--- config.mk ---
export PLATFORM = sky130hd
export DESIGN_NAME = circular_deque
export DESIGN_NICKNAME = d
export VERILOG_FILES = /design/src/rtl/core/cdq_pkg.sv /design/src/rtl/core/cdq_ram.sv /design/src/rtl/core/circular_deque.sv
export VERILOG_INCLUDE_DIRS = /design/src /design/src/rtl/core
export SDC_FILE = /design/constraint.sdc
export NUM_CORES = 1
export LEC_CHECK = 0
export BUFFER_PORTS_ARGS = -buffer_cell sky130_fd_sc_hd__clkbuf_2
export CAP_MARGIN = 20
export CORE_MARGIN = 2
export CORE_UTILIZATION = 50
export DETAILED_ROUTE_END_ITERATION = 8
export GPL_ROUTABILITY_DRIVEN = 0
export PLACE_DENSITY = 0.81
export REMOVE_ABC_BUFFERS = 1
export SYNTH_ARGS = -nofsm -noshare
export SYNTH_HDL_FRONTEND = slang
export SYNTH_SLANG_ARGS = --single-unit
--- constraint.sdc ---
create_clock -name clk -period 5.3 [get_ports clk]
set_clock_uncertainty 0.15 [all_clocks]
set_input_delay 0.265 -clock clk [delete_from_list [all_inputs] [get_ports clk]]
set_output_delay 0.265 -clock clk [all_outputs]
set_load 0.01 [all_outputs]
--- src/rtl/core/circular_deque_assert.svh ---
// Assertion macros for the deque block.
`ifndef CIRCULAR_DEQUE_ASSERT_SVH
`define CIRCULAR_DEQUE_ASSERT_SVH

// Check the consequent in the same cycle as the antecedent.
`define CDQ_ASSERT_NOW(label, ante, cons, msg) \
	label: assert property (@(posedge clk) disable iff (!arst_n) (ante) |-> (cons)) \
		else $error(msg);

// Check the consequent in the cycle after the antecedent.
`define CDQ_ASSERT_NEXT(label, ante, cons, msg) \
	label: assert property (@(posedge clk) disable iff (!arst_n) (ante) |=> (cons)) \
		else $error(msg);

`endif

--- src/rtl/core/cdq_pkg.sv ---
`timescale 1ns / 1ps
`default_nettype none

package cdq_pkg;

	localparam int DEPTH  = 16;
	localparam int ADDR_W = $clog2(DEPTH);
	localparam int CNT_W  = $clog2(DEPTH + 1);
	localparam int WORD_W = 32;

	typedef logic [1:0] op_t;
	typedef logic [1:0] status_t;

	localparam op_t OP_PUSH_FRONT = 2'd0;
	localparam op_t OP_PUSH_BACK  = 2'd1;
	localparam op_t OP_POP_FRONT  = 2'd2;
	localparam op_t OP_POP_BACK   = 2'd3;

	localparam status_t ST_OK    = 2'd0;
	localparam status_t ST_FULL  = 2'd1;
	localparam status_t ST_EMPTY = 2'd2;

endpackage

`default_nettype wire

--- src/rtl/core/cdq_ram.sv ---
`timescale 1ns / 1ps
`default_nettype none

module cdq_ram #(
	parameter int DATA_W = 32,
	parameter int ADDR_W = 4
) (
	input  wire logic              clk,
	input  wire logic              wr_en,
	input  wire logic [ADDR_W-1:0] wr_addr,
	input  wire logic [DATA_W-1:0] wr_data,
	input  wire logic              rd_en,
	input  wire logic [ADDR_W-1:0] rd_addr,
	output logic      [DATA_W-1:0] rd_data
);

	localparam int WORDS = 1 << ADDR_W;

	logic [DATA_W-1:0] mem_q [WORDS];

	always_ff @(posedge clk) begin
		if (wr_en) begin
			mem_q[wr_addr] <= wr_data;
		end
	end

	always_ff @(posedge clk) begin
		if (rd_en) begin
			rd_data <= mem_q[rd_addr];
		end
	end

endmodule

`default_nettype wire

--- src/rtl/core/circular_deque.sv ---
`timescale 1ns / 1ps
`default_nettype none
`include "circular_deque_assert.svh"

// Double-ended queue of signed 32-bit words in a ring of DEPTH entries.
// Command channel: drive operation and value and raise start; the command
// transfers at a rising edge where start is high and busy is low.
// Result channel: done is high for exactly one cycle and qualifies status,
// popped_value, front_value, back_value and occupancy in that cycle. The
// receiver cannot stall; every result must be taken when done is high.
// Pushes, rejected commands and pops that empty the ring register done in the
// cycle after the transfer, and busy stays low, so they run one per cycle. A
// pop that leaves words behind reads the new end word from the ring memory,
// whose read is registered; busy is high for one cycle in the S_READ state,
// which lands the word and raises done, and no command transfers meanwhile.
// The front and back words are held in registers beside the memory.
// Reset: the ring is empty, head and count are zero, no result is pending;
// the memory contents are not cleared and are read only after being written.
module circular_deque
	import cdq_pkg::*;
(
	input  wire logic                     clk,
	input  wire logic                     arst_n,
	input  wire logic                     start,
	output logic                          busy,
	input  wire logic [1:0]               operation,
	input  wire logic signed [WORD_W-1:0] value,
	output logic                          done,
	output logic [1:0]                    status,
	output logic signed [WORD_W-1:0]      popped_value,
	output logic signed [WORD_W-1:0]      front_value,
	output logic signed [WORD_W-1:0]      back_value,
	output logic [CNT_W-1:0]              occupancy
);

	localparam logic S_IDLE = 1'b0;
	localparam logic S_READ = 1'b1;

	logic                     state_q;
	logic [ADDR_W-1:0]        head_q;
	logic [CNT_W-1:0]         count_q;
	logic signed [WORD_W-1:0] front_q;
	logic signed [WORD_W-1:0] back_q;
	logic                     done_q;
	status_t                  status_q;
	logic signed [WORD_W-1:0] popped_q;
	logic                     pend_front_q;

	logic                     xfer;
	logic                     is_push;
	logic                     is_front;
	logic                     full;
	logic                     empty;
	logic                     wr_en;
	logic [ADDR_W-1:0]        wr_addr;
	logic                     rd_en;
	logic [ADDR_W-1:0]        rd_addr;
	logic [WORD_W-1:0]        rd_data;

	assign busy     = (state_q == S_READ);
	assign xfer     = start && !busy;
	assign is_push  = operation inside {OP_PUSH_FRONT, OP_PUSH_BACK};
	assign is_front = operation inside {OP_PUSH_FRONT, OP_POP_FRONT};
	assign full     = (count_q == CNT_W'(DEPTH));
	assign empty    = (count_q == '0);

	always_comb begin
		wr_en   = xfer && is_push && !full;
		wr_addr = '0;
		if (!empty) begin
			wr_addr = is_front ? head_q - 1'b1 : head_q + count_q[ADDR_W-1:0];
		end
		rd_en   = xfer && !is_push && (count_q > CNT_W'(1));
		rd_addr = is_front ? head_q + 1'b1 : head_q + count_q[ADDR_W-1:0] - ADDR_W'(2);
	end

	cdq_ram #(
		.DATA_W(WORD_W),
		.ADDR_W(ADDR_W)
	) u_ram (
		.clk    (clk),
		.wr_en  (wr_en),
		.wr_addr(wr_addr),
		.wr_data(value),
		.rd_en  (rd_en),
		.rd_addr(rd_addr),
		.rd_data(rd_data)
	);

	always_ff @(posedge clk or negedge arst_n) begin
		if (!arst_n) begin
			state_q      <= S_IDLE;
			head_q       <= '0;
			count_q      <= '0;
			front_q      <= '0;
			back_q       <= '0;
			done_q       <= 1'b0;
			status_q     <= ST_OK;
			popped_q     <= '0;
			pend_front_q <= 1'b0;
		end else begin
			done_q <= 1'b0;
			if (state_q == S_READ) begin
				// land the new end word from the ring
				state_q <= S_IDLE;
				done_q  <= 1'b1;
				if (count_q == CNT_W'(1)) begin
					front_q <= rd_data;
					back_q  <= rd_data;
				end else if (pend_front_q) begin
					front_q <= rd_data;
				end else begin
					back_q <= rd_data;
				end
			end else if (xfer) begin
				popped_q <= '0;
				status_q <= ST_OK;
				if (is_push) begin
					if (full) begin
						status_q <= ST_FULL;
						done_q   <= 1'b1;
					end else begin
						count_q <= count_q + 1'b1;
						done_q  <= 1'b1;
						if (empty) begin
							head_q  <= '0;
							front_q <= value;
							back_q  <= value;
						end else if (is_front) begin
							head_q  <= head_q - 1'b1;
							front_q <= value;
						end else begin
							back_q <= value;
						end
					end
				end else if (empty) begin
					status_q <= ST_EMPTY;
					done_q   <= 1'b1;
				end else begin
					popped_q     <= is_front ? front_q : back_q;
					count_q      <= count_q - 1'b1;
					pend_front_q <= is_front;
					if (is_front) begin
						head_q <= head_q + 1'b1;
					end
					if (count_q == CNT_W'(1)) begin
						front_q <= '0;
						back_q  <= '0;
						done_q  <= 1'b1;
					end else begin
						state_q <= S_READ;
					end
				end
			end
		end
	end

	assign done         = done_q;
	assign status       = status_q;
	assign popped_value = popped_q;
	assign front_value  = front_q;
	assign back_value   = back_q;
	assign occupancy    = count_q;

	`CDQ_ASSERT_NOW(a_count_range, 1'b1, count_q <= CNT_W'(DEPTH), "count exceeds depth")
	`CDQ_ASSERT_NEXT(a_read_done, busy, done && !busy, "ring read did not finish a pop")
	`CDQ_ASSERT_NOW(a_full_occ, done && (status == ST_FULL), occupancy == CNT_W'(DEPTH), "full reject with room left")
	`CDQ_ASSERT_NOW(a_empty_occ, done && (status == ST_EMPTY), occupancy == '0, "empty reject with words held")
	`CDQ_ASSERT_NOW(a_empty_ends, !busy && (count_q == '0), (front_q == '0) && (back_q == '0), "ends not cleared when empty")

endmodule

`default_nettype wire
==> results of run 1 <==
==> worst max-delay path, cell delays in order (launching register included) <==
cell	delay, ns
dfrtp_1	0.49
ha_1	0.29
fa_1	0.67
inv_1	0.14
ha_1	0.43
a32oi_2	0.58
buf_4	0.56
a211oi_1	0.10
a2111oi_0	0.59
mux2_2	0.27
==> through the flow <==
step	cells	utilization, %	setup TNS, ns	area (um^2)	hold slack [ns]
final	2584	58.12	0	30660	0.07760
after CTS	2583	58.08	0	30640	0.07793
after detailed placement	2438	53.74	0	28350	0.1969
after global placement	2438	53.74	0	28350	0.1932
after global routing	2584	58.12	0	30660	0.1543
after floorplan	1554	-	-454.60	26150	-0.1806
==> area by class of cell <==
cell class | instances | share of cell area, %
Clock buffer | 73 | 5.125
Multi-Input combinational cell | 890 | 23.45
Tap cell | 688 | 2.807
Timing Repair Buffer | 231 | 4.994
Clock inverter | 38 | 1.244
Inverter | 10 | 0.1224
Sequential cell | 654 | 62.25
==> per-layer routing <==
layer | global-route usage (%) | part of all wire [%] | up-vias
met4 | 9.323 | 3.3 | 4
met3 | 5.488 | 10 | 195
met1 | 31.06 | 38 | 8418
li1 | - | - | 7094
met2 | 40.37 | 49 | 988
met5 | 0 | 0.041 | -
==> logic make-up (layout without fill, tap and decap cells) <==
group	count (synthesis)	in the layout	share of synthesized area (%)
buffers and inverters	139	352	2.354
AND/OR/NAND/NOR	308	308	6.640
multiplexers	194	194	8.133
AO/OA/AOI/OAI	365	365	10.52
adder cells (fa/ha/maj)	11	11	0.5428
flip-flops	654	654	71.39
XOR/XNOR	12	12	0.4212
==> final timing paths <==
check | from | end | cells after the start
min in group clk | operation[0] | pend_front_q | 2
min | arst_n | head_q[3] | 2
max | occupancy[0] | u_ram.rd_data[15] | 9
min reg2reg | popped_value[3] | popped_value[3] | 2
max in group asynchronous | arst_n | back_value[13] | 3
max reg2reg | occupancy[0] | u_ram.rd_data[15] | 9
==> cells in the mapped netlist, types with 4 or more instances <==
| library cell | n | share of area, % |
|---|---|---|
| and3_1 | 195 | 4.6 |
| edfxtp_1 | 544 | 61 |
| o21ai_0 | 42 | 0.79 |
| mux2_4 | 30 | 1.7 |
| nand2b_1 | 4 | 0.094 |
| nand3_1 | 10 | 0.19 |
| dfrtp_1 | 110 | 10 |
| ha_1 | 10 | 0.47 |
| mux2_2 | 60 | 2.5 |
| nor3_1 | 16 | 0.30 |
| xnor2_1 | 5 | 0.16 |
| a21oi_1 | 7 | 0.13 |
| buf_6 | 4 | 0.17 |
| mux2i_1 | 98 | 3.7 |
| a22o_1 | 31 | 1.0 |
| buf_2 | 23 | 0.43 |
| clkbuf_1 | 85 | 1.2 |
| mux2_1 | 6 | 0.25 |
| buf_1 | 4 | 0.056 |
| xor2_1 | 6 | 0.20 |
| a2111oi_0 | 64 | 2.1 |
| buf_4 | 12 | 0.34 |
| nand2_1 | 43 | 0.60 |
| nor2_1 | 20 | 0.28 |
| a211oi_1 | 196 | 5.5 |
| inv_1 | 10 | 0.14 |
==> cell usage in the layout, fill, tap and decap left out, types with 12 or more instances in the layout <==
master / netlist / layout
dfrtp_1: 110 / 109
dlygate4sd3_1: 0 / 34
and3_1: 195 / 194
nor2_1: 20 / 15
mux2_2: 60 / 60
clkinv_2: 0 / 14
edfxtp_1: 544 / 544
a211oi_1: 196 / 196
clkbuf_16: 0 / 61
nor3_2: 2 / 14
clkbuf_2: 0 / 139
a22o_1: 31 / 31
o21ai_0: 42 / 42
clkbuf_1: 85 / 12
a2111oi_0: 64 / 64
buf_4: 12 / 52
nand2_1: 43 / 42
mux2_4: 30 / 30
mux2i_1: 98 / 98
==> power by group <==
part           switching [uW]  leakage (uW)  total [uW]  internal, uW
combinational            5440       0.00396        8860          3410
sequential                478       0.00632        7080          6600
clock                    1860      0.000944        4310          2450
total                    7780        0.0112       20200         12500
==> flip-flops by register name (all words and copies together), names as in the netlist <==
register       count
done               1
popped_value      32
back_value        32
pend_front_q       1
u_ram.rd_data     32
busy               1
status             2
head_q             4
front_value       32
occupancy          5
u_ram.mem_q      512
==> what timing repair did <==
item | 4_1_cts | 5_1_grt
hold buffers | 34 | 0
setup buffers | 0 | 0
endpoints found under the hold margin | 565 | 0
==> metrics.md, run 1 <==
| Metric | Value |
|---|---|
| Core ar. | `52,760 um^2` |
| Period utilization | `83.51%` |
| Post-synth top flop | `edfxtp_1` |
| DRT iter0 DRCs | `1,954` |
| Max Root-Sink Buffers | `3` |
| Clock transition at path regs | `0.06 ns` |
| Pwr dens | `660.1 nW/um^2` |
| Worst Setup Slack, final | `0.8741 ns` |
| First-pass iteration count of the detailed router | `5` |
| Storage element area | `19,090 um^2` |
| Peak supply drop | `0.6760 mV` |
| RSZ-0062 raised after global routing | `no` |
| Crit path capture type | `flip-flop` |
| Synthesized cell area | `26,740 um^2` |
| Multi-input gate area | `7192 um^2` |
| Power Total | `20,240 uW` |
| Antenna Nets Post-Route | `0` |
| Slew headroom | `23.88%` |
| Post-synth EDFFs | `544` |
| Port Buffers | `141` |
| Pin count of the biggest net entering global routing | `97` |
| CP max FO | `27` |
| CTS root buf | `clkbuf_16` |
| CTS tree | `done` |
| Initial Util | `50.68%` |
| Total number of vias | `16,700` |
| Hold Violations, Final | `0` |
| Vias in the first global route | `16,840` |
| Die width | `235.2 um` |
| Drt wl/cell | `26.28 um` |
| Die Area | `55,340 um^2` |
| Post-CTS sizing | `0` |
| Status | `complete, no violations` |
| Max Slew Vio Count | `0` |
| GR Util All Layers | `24.21%` |
| Distinct cells, synth | `60` |
| Seq cells post-synth | `654` |
| Post-synth ARST share | `16.82%` |
| Slew @ Worst Pin | `1.142 ns` |
| Area delta synth->final | `14.69%` |
| Post-synthesis instance total | `1,683` |
| Max Cap Violations | `0` |
| Total grt overflow | `0` |
| N_diodes | `0` |
| Initial antenna violation count | `2` |
| Rows | `84` |
| Setup Crit Path Kind | `flip-flop to flip-flop` |
| Final HPWL DP | `37,250 um` |
| Tmin final | `4.426 ns` |
| Vias/cell | `6.462` |
| Lkg Pwr | `0.01122 uW` |
| Share of cells above drive strength 1 | `22.20%` |
| Filler instances | `3,811` |
| Final setup fails | `0` |
| IO Pins | `142` |
| Crit path launch type | `flip-flop` |
| Sequential share of the synthesized area | `71.39%` |
| Worst-Skew Late Latency | `0.63 ns` |
| YS warnings | `0` |
| Num CTS Buffers | `59` |
| Critical path arrival | `4.78 ns` |
| Hold Path Class | `input pin to async pin` |
| CTS sink cnt | `654` |
| First-pass GRT wire length | `102,500 um` |
| Fmax achieved | `225.9 MHz` |
| FF-to-FF setup slack | `0.87 ns` |
| Syn Area/Cell | `15.89 um^2` |
| Pre-CTS WS | `0.9423 ns` |
| Final nets | `1,894` |
| Die height | `235.2 um` |
| DRC Markers | `0` |
| Post-Route WL | `67,910 um` |
| Required @ worst endpoint | `5.66 ns` |
| H-tree Lvls | `2` |
Note: power is estimated with default switching activity, not from simulation.
==> run 2, diff against run 1 <==
- ABC_AREA: unset -> 1
- clock period: 5.3 -> 3.78 ns (I/O delays scaled with it)
==> metrics.md, run 2 <==
| Metric | Value |
|---|---|
| Post-synth ARST share | `16.82% (unchanged)` |
| Most flops, register | `u_ram.mem_q (unchanged)` |
| Post-Route WL | `77,980 um (was 67,910 um)` |
| Syn Area/Cell | `9.720 um^2 (was 15.89 um^2)` |
| Share of cells above drive strength 1 | `10.33% (was 22.20%)` |
| Filler instances | `4,661 (was 3,811)` |
| Peak supply drop | `1.538 mV (was 0.6760 mV)` |
| Vias/cell | `5.487 (was 6.462)` |
| Most common cell in the netlist | `nand2_1 (was edfxtp_1)` |
| Port Buffers | `141 (unchanged)` |
| Area share of the largest cell type after synthesis | `55.03% (was 61.10%)` |
| IO Pins | `142 (unchanged)` |
| CP max FO | `64 (was 27)` |
| Max reg flops | `512 (unchanged)` |
| First-pass iteration count of the detailed router | `6 (was 5)` |
| Pre-CTS WS | `0.4151 ns (was 0.9423 ns)` |
| Initial antenna violation count | `1 (was 2)` |
| Top cells by count, synth | `1,012 x nand2_1, 544 x edfxtp_1, 530 x nand3_1, 503 x inv_1, 110 x dfrtp_1 (was 544 x edfxtp_1, 196 x a211oi_1, 195 x and3_1, 110 x dfrtp_1, 98 x mux2i_1)` |
| Hold Violations, Final | `0 (unchanged)` |
| Core ar. | `58,910 um^2 (was 52,760 um^2)` |
| Setup Crit Path Kind | `flip-flop to flip-flop (unchanged)` |
| Final HPWL DP | `43,940 um (was 37,250 um)` |
| Yosys top cell by area | `edfxtp_1 (unchanged)` |
| Worst-Skew Late Latency | `0.64 ns (was 0.63 ns)` |
| Seq cells post-synth | `654 (unchanged)` |
| Post-synth EDFFs | `544 (unchanged)` |
| GR Util All Layers | `25.37% (was 24.21%)` |
| YS warnings | `0 (unchanged)` |
| Post-synthesis instance total | `3,054 (was 1,683)` |
| First-pass GRT wire length | `119,200 um (was 102,500 um)` |
| Antenna Nets Post-Route | `0 (unchanged)` |
| Distinct cells, synth | `36 (was 60)` |
| Pwr dens | `820.3 nW/um^2 (was 660.1 nW/um^2)` |
| Num CTS Buffers | `59 (unchanged)` |
| Setup Fix Bufs, Post-CTS | `0 (unchanged)` |
| Sequential share of the synthesized area | `64.30% (was 71.39%)` |
| Required @ worst endpoint | `4.03 ns (was 5.66 ns)` |
| Crit path capture type | `flip-flop (unchanged)` |
| Lkg Pwr | `0.01537 uW (was 0.01122 uW)` |
| Worst Setup Slack, final | `0.3819 ns (was 0.8741 ns)` |
| Max Slew Vio Count | `0 (unchanged)` |
| Initial Util | `50.39% (was 50.68%)` |
| H-tree Lvls | `2 (unchanged)` |
| CTS root buf | `clkbuf_16 (unchanged)` |
| Area delta synth->final | `12.32% (was 14.69%)` |
| Die Area | `61,340 um^2 (was 55,340 um^2)` |
| Commonest non-fill, non-tap cell in the layout | `nand2_1 (was edfxtp_1)` |
| Synth area leaders | `edfxtp_1 55%, nand2_1 13%, dfrtp_1 9.3% (was edfxtp_1 61%, dfrtp_1 10%, a211oi_1 5.5%)` |
| Vias in the first global route | `21,250 (was 16,840)` |
| Rows | `89 (was 84)` |
| Max Cap Violations | `0 (unchanged)` |
| Slew @ Worst Pin | `1.073 ns (was 1.142 ns)` |
| Status | `complete, no violations (unchanged)` |
| Tmin final | `3.398 ns (was 4.426 ns)` |
| CTS sink cnt | `654 (unchanged)` |
| Die width | `247.7 um (was 235.2 um)` |
| Max Root-Sink Buffers | `3 (unchanged)` |
| Die height | `247.7 um (was 235.2 um)` |
| DRT iter0 DRCs | `2,747 (was 1,954)` |
| Final nets | `3,233 (was 1,894)` |
| Pin count of the biggest net entering global routing | `129 (was 97)` |
| Crit path launch type | `flip-flop (unchanged)` |
| DRC Markers | `0 (unchanged)` |
| Total grt overflow | `0 (unchanged)` |
| Slew headroom | `28.30% (was 23.88%)` |
| Total number of vias | `21,990 (was 16,700)` |
| N_diodes | `0 (unchanged)` |
| Drt wl/cell | `19.46 um (was 26.28 um)` |
| Clock transition at path regs | `0.07 ns (was 0.06 ns)` |
| CTS tree | `done (unchanged)` |
| Critical path arrival | `3.65 ns (was 4.78 ns)` |
| Final hold slack | `0.01229 ns (was 0.07760 ns)` |
| RSZ-0062 raised after global routing | `no (unchanged)` |
| Commonest non-fill, non-tap cells in the layout | `1,011 x nand2_1, 544 x edfxtp_1, 530 x nand3_1 (was 544 x edfxtp_1, 196 x a211oi_1, 194 x and3_1)` |
| Post-synth top flop | `edfxtp_1 (unchanged)` |
| Period utilization | `89.90% (was 83.51%)` |
| Fmax achieved | `294.3 MHz (was 225.9 MHz)` |
| Final setup fails | `0 (unchanged)` |
| Synthesized cell area | `29,690 um^2 (was 26,740 um^2)` |
| Hold Path Class | `input pin to async pin (unchanged)` |
| Final Util | `56.60% (was 58.12%)` |
[run 2: changes by cell type after synthesis, moves of 98 or more]
| cell | previous run | this run |
|---|---|---|
| nand2_1 | 43 | 1012 |
| and3_1 | 195 | 0 |
| mux2i_1 | 98 | 0 |
| a211oi_1 | 196 | 0 |
| inv_1 | 10 | 503 |
| nand3_1 | 10 | 530 |
[run 2: area by class of cell]
cell class                      count  area (um^2)  share of cell area [%]
Inverter                          509         1918                   5.753
Clock buffer                       78         1568                   4.702
Multi-Input combinational cell   1725         7883                   23.64
Sequential cell                   654        19090                   57.25
Timing Repair Buffer              236         1642                   4.923
Tap cell                          773        967.2                   2.901
Clock inverter                     32        276.5                  0.8293
[run 2: critical path: stages, from the launching register on]
cell	delay, ns
dfrtp_1	0.48
ha_1	0.28
fa_1	0.37
or2_2	0.31
nand2_1	0.07
ha_1	0.22
or2_1	0.23
nand2_2	0.11
inv_2	0.04
buf_4	0.42
nand2_1	0.20
nand2_1	0.09
nand2_1	0.11
nand2_1	0.06
[run 2: worst paths after layout]
path | endpoint | start | slack [ns] | depth (start not counted)
worst max-delay path | u_ram.rd_data[23] | occupancy[0] | 0.38 | 13
worst min-delay path | popped_value[9] | arst_n | 0.01 | 3
worst max register to register | u_ram.rd_data[23] | occupancy[0] | 0.38 | 13
worst min register to register | status[0] | status[0] | 0.33 | 2
max in group asynchronous | popped_value[1] | arst_n | 2.15 | 3
min in group clk | status[0] | status[0] | 0.33 | 2
[run 2: metal layers]
layer | GRT usage (%) | up-vias | routed length (um)
met5 | 0 | - | 0
met4 | 10.06 | 0 | 2664
met3 | 6.510 | 185 | 9396
met2 | 41.53 | 1290 | 36750
met1 | 32.41 | 10420 | 29160
li1 | - | 10090 | -
[run 2: where the power goes]
part,internal [uW],switching (uW),total [uW]
Clock,3140,2650,5790
Combinational,3480,8440,11900
Sequential,9000,636,9640
[run 2: through the flow]
| step | area [um^2] | cells | setup TNS, ns | total power, uW |
|---|---|---|---|---|
| final | 33340 | 4007 | 0 | 27350 |
| after global placement | 31120 | 3859 | 0 | 21060 |
| after floorplan | 28730 | 2888 | -1288.64 | 17120 |
| after detailed placement | 31120 | 3859 | 0 | 21370 |
| after global routing | 33340 | 4007 | 0 | 28950 |
| after CTS | 33340 | 4007 | 0 | 27200 |
[run 2: cell families (layout without fill, tap and decap cells)]
family	after synthesis	after routing	share of synthesized area, %
AO/OA/AOI/OAI	82	82	1.707
XOR/XNOR	8	8	0.2360
adder cells (fa/ha/maj)	11	11	0.4889
buffers and inverters	675	855	9.681
flip-flops	654	654	64.30
AND/OR/NAND/NOR	1624	1624	23.59
[run 2: what timing repair did]
| action | CTS | global route |
|---|---|---|
| hold buffers | 38 | 0 |
| endpoints found under the hold margin | 635 | 0 |
| resized for setup | 0 | 0 |
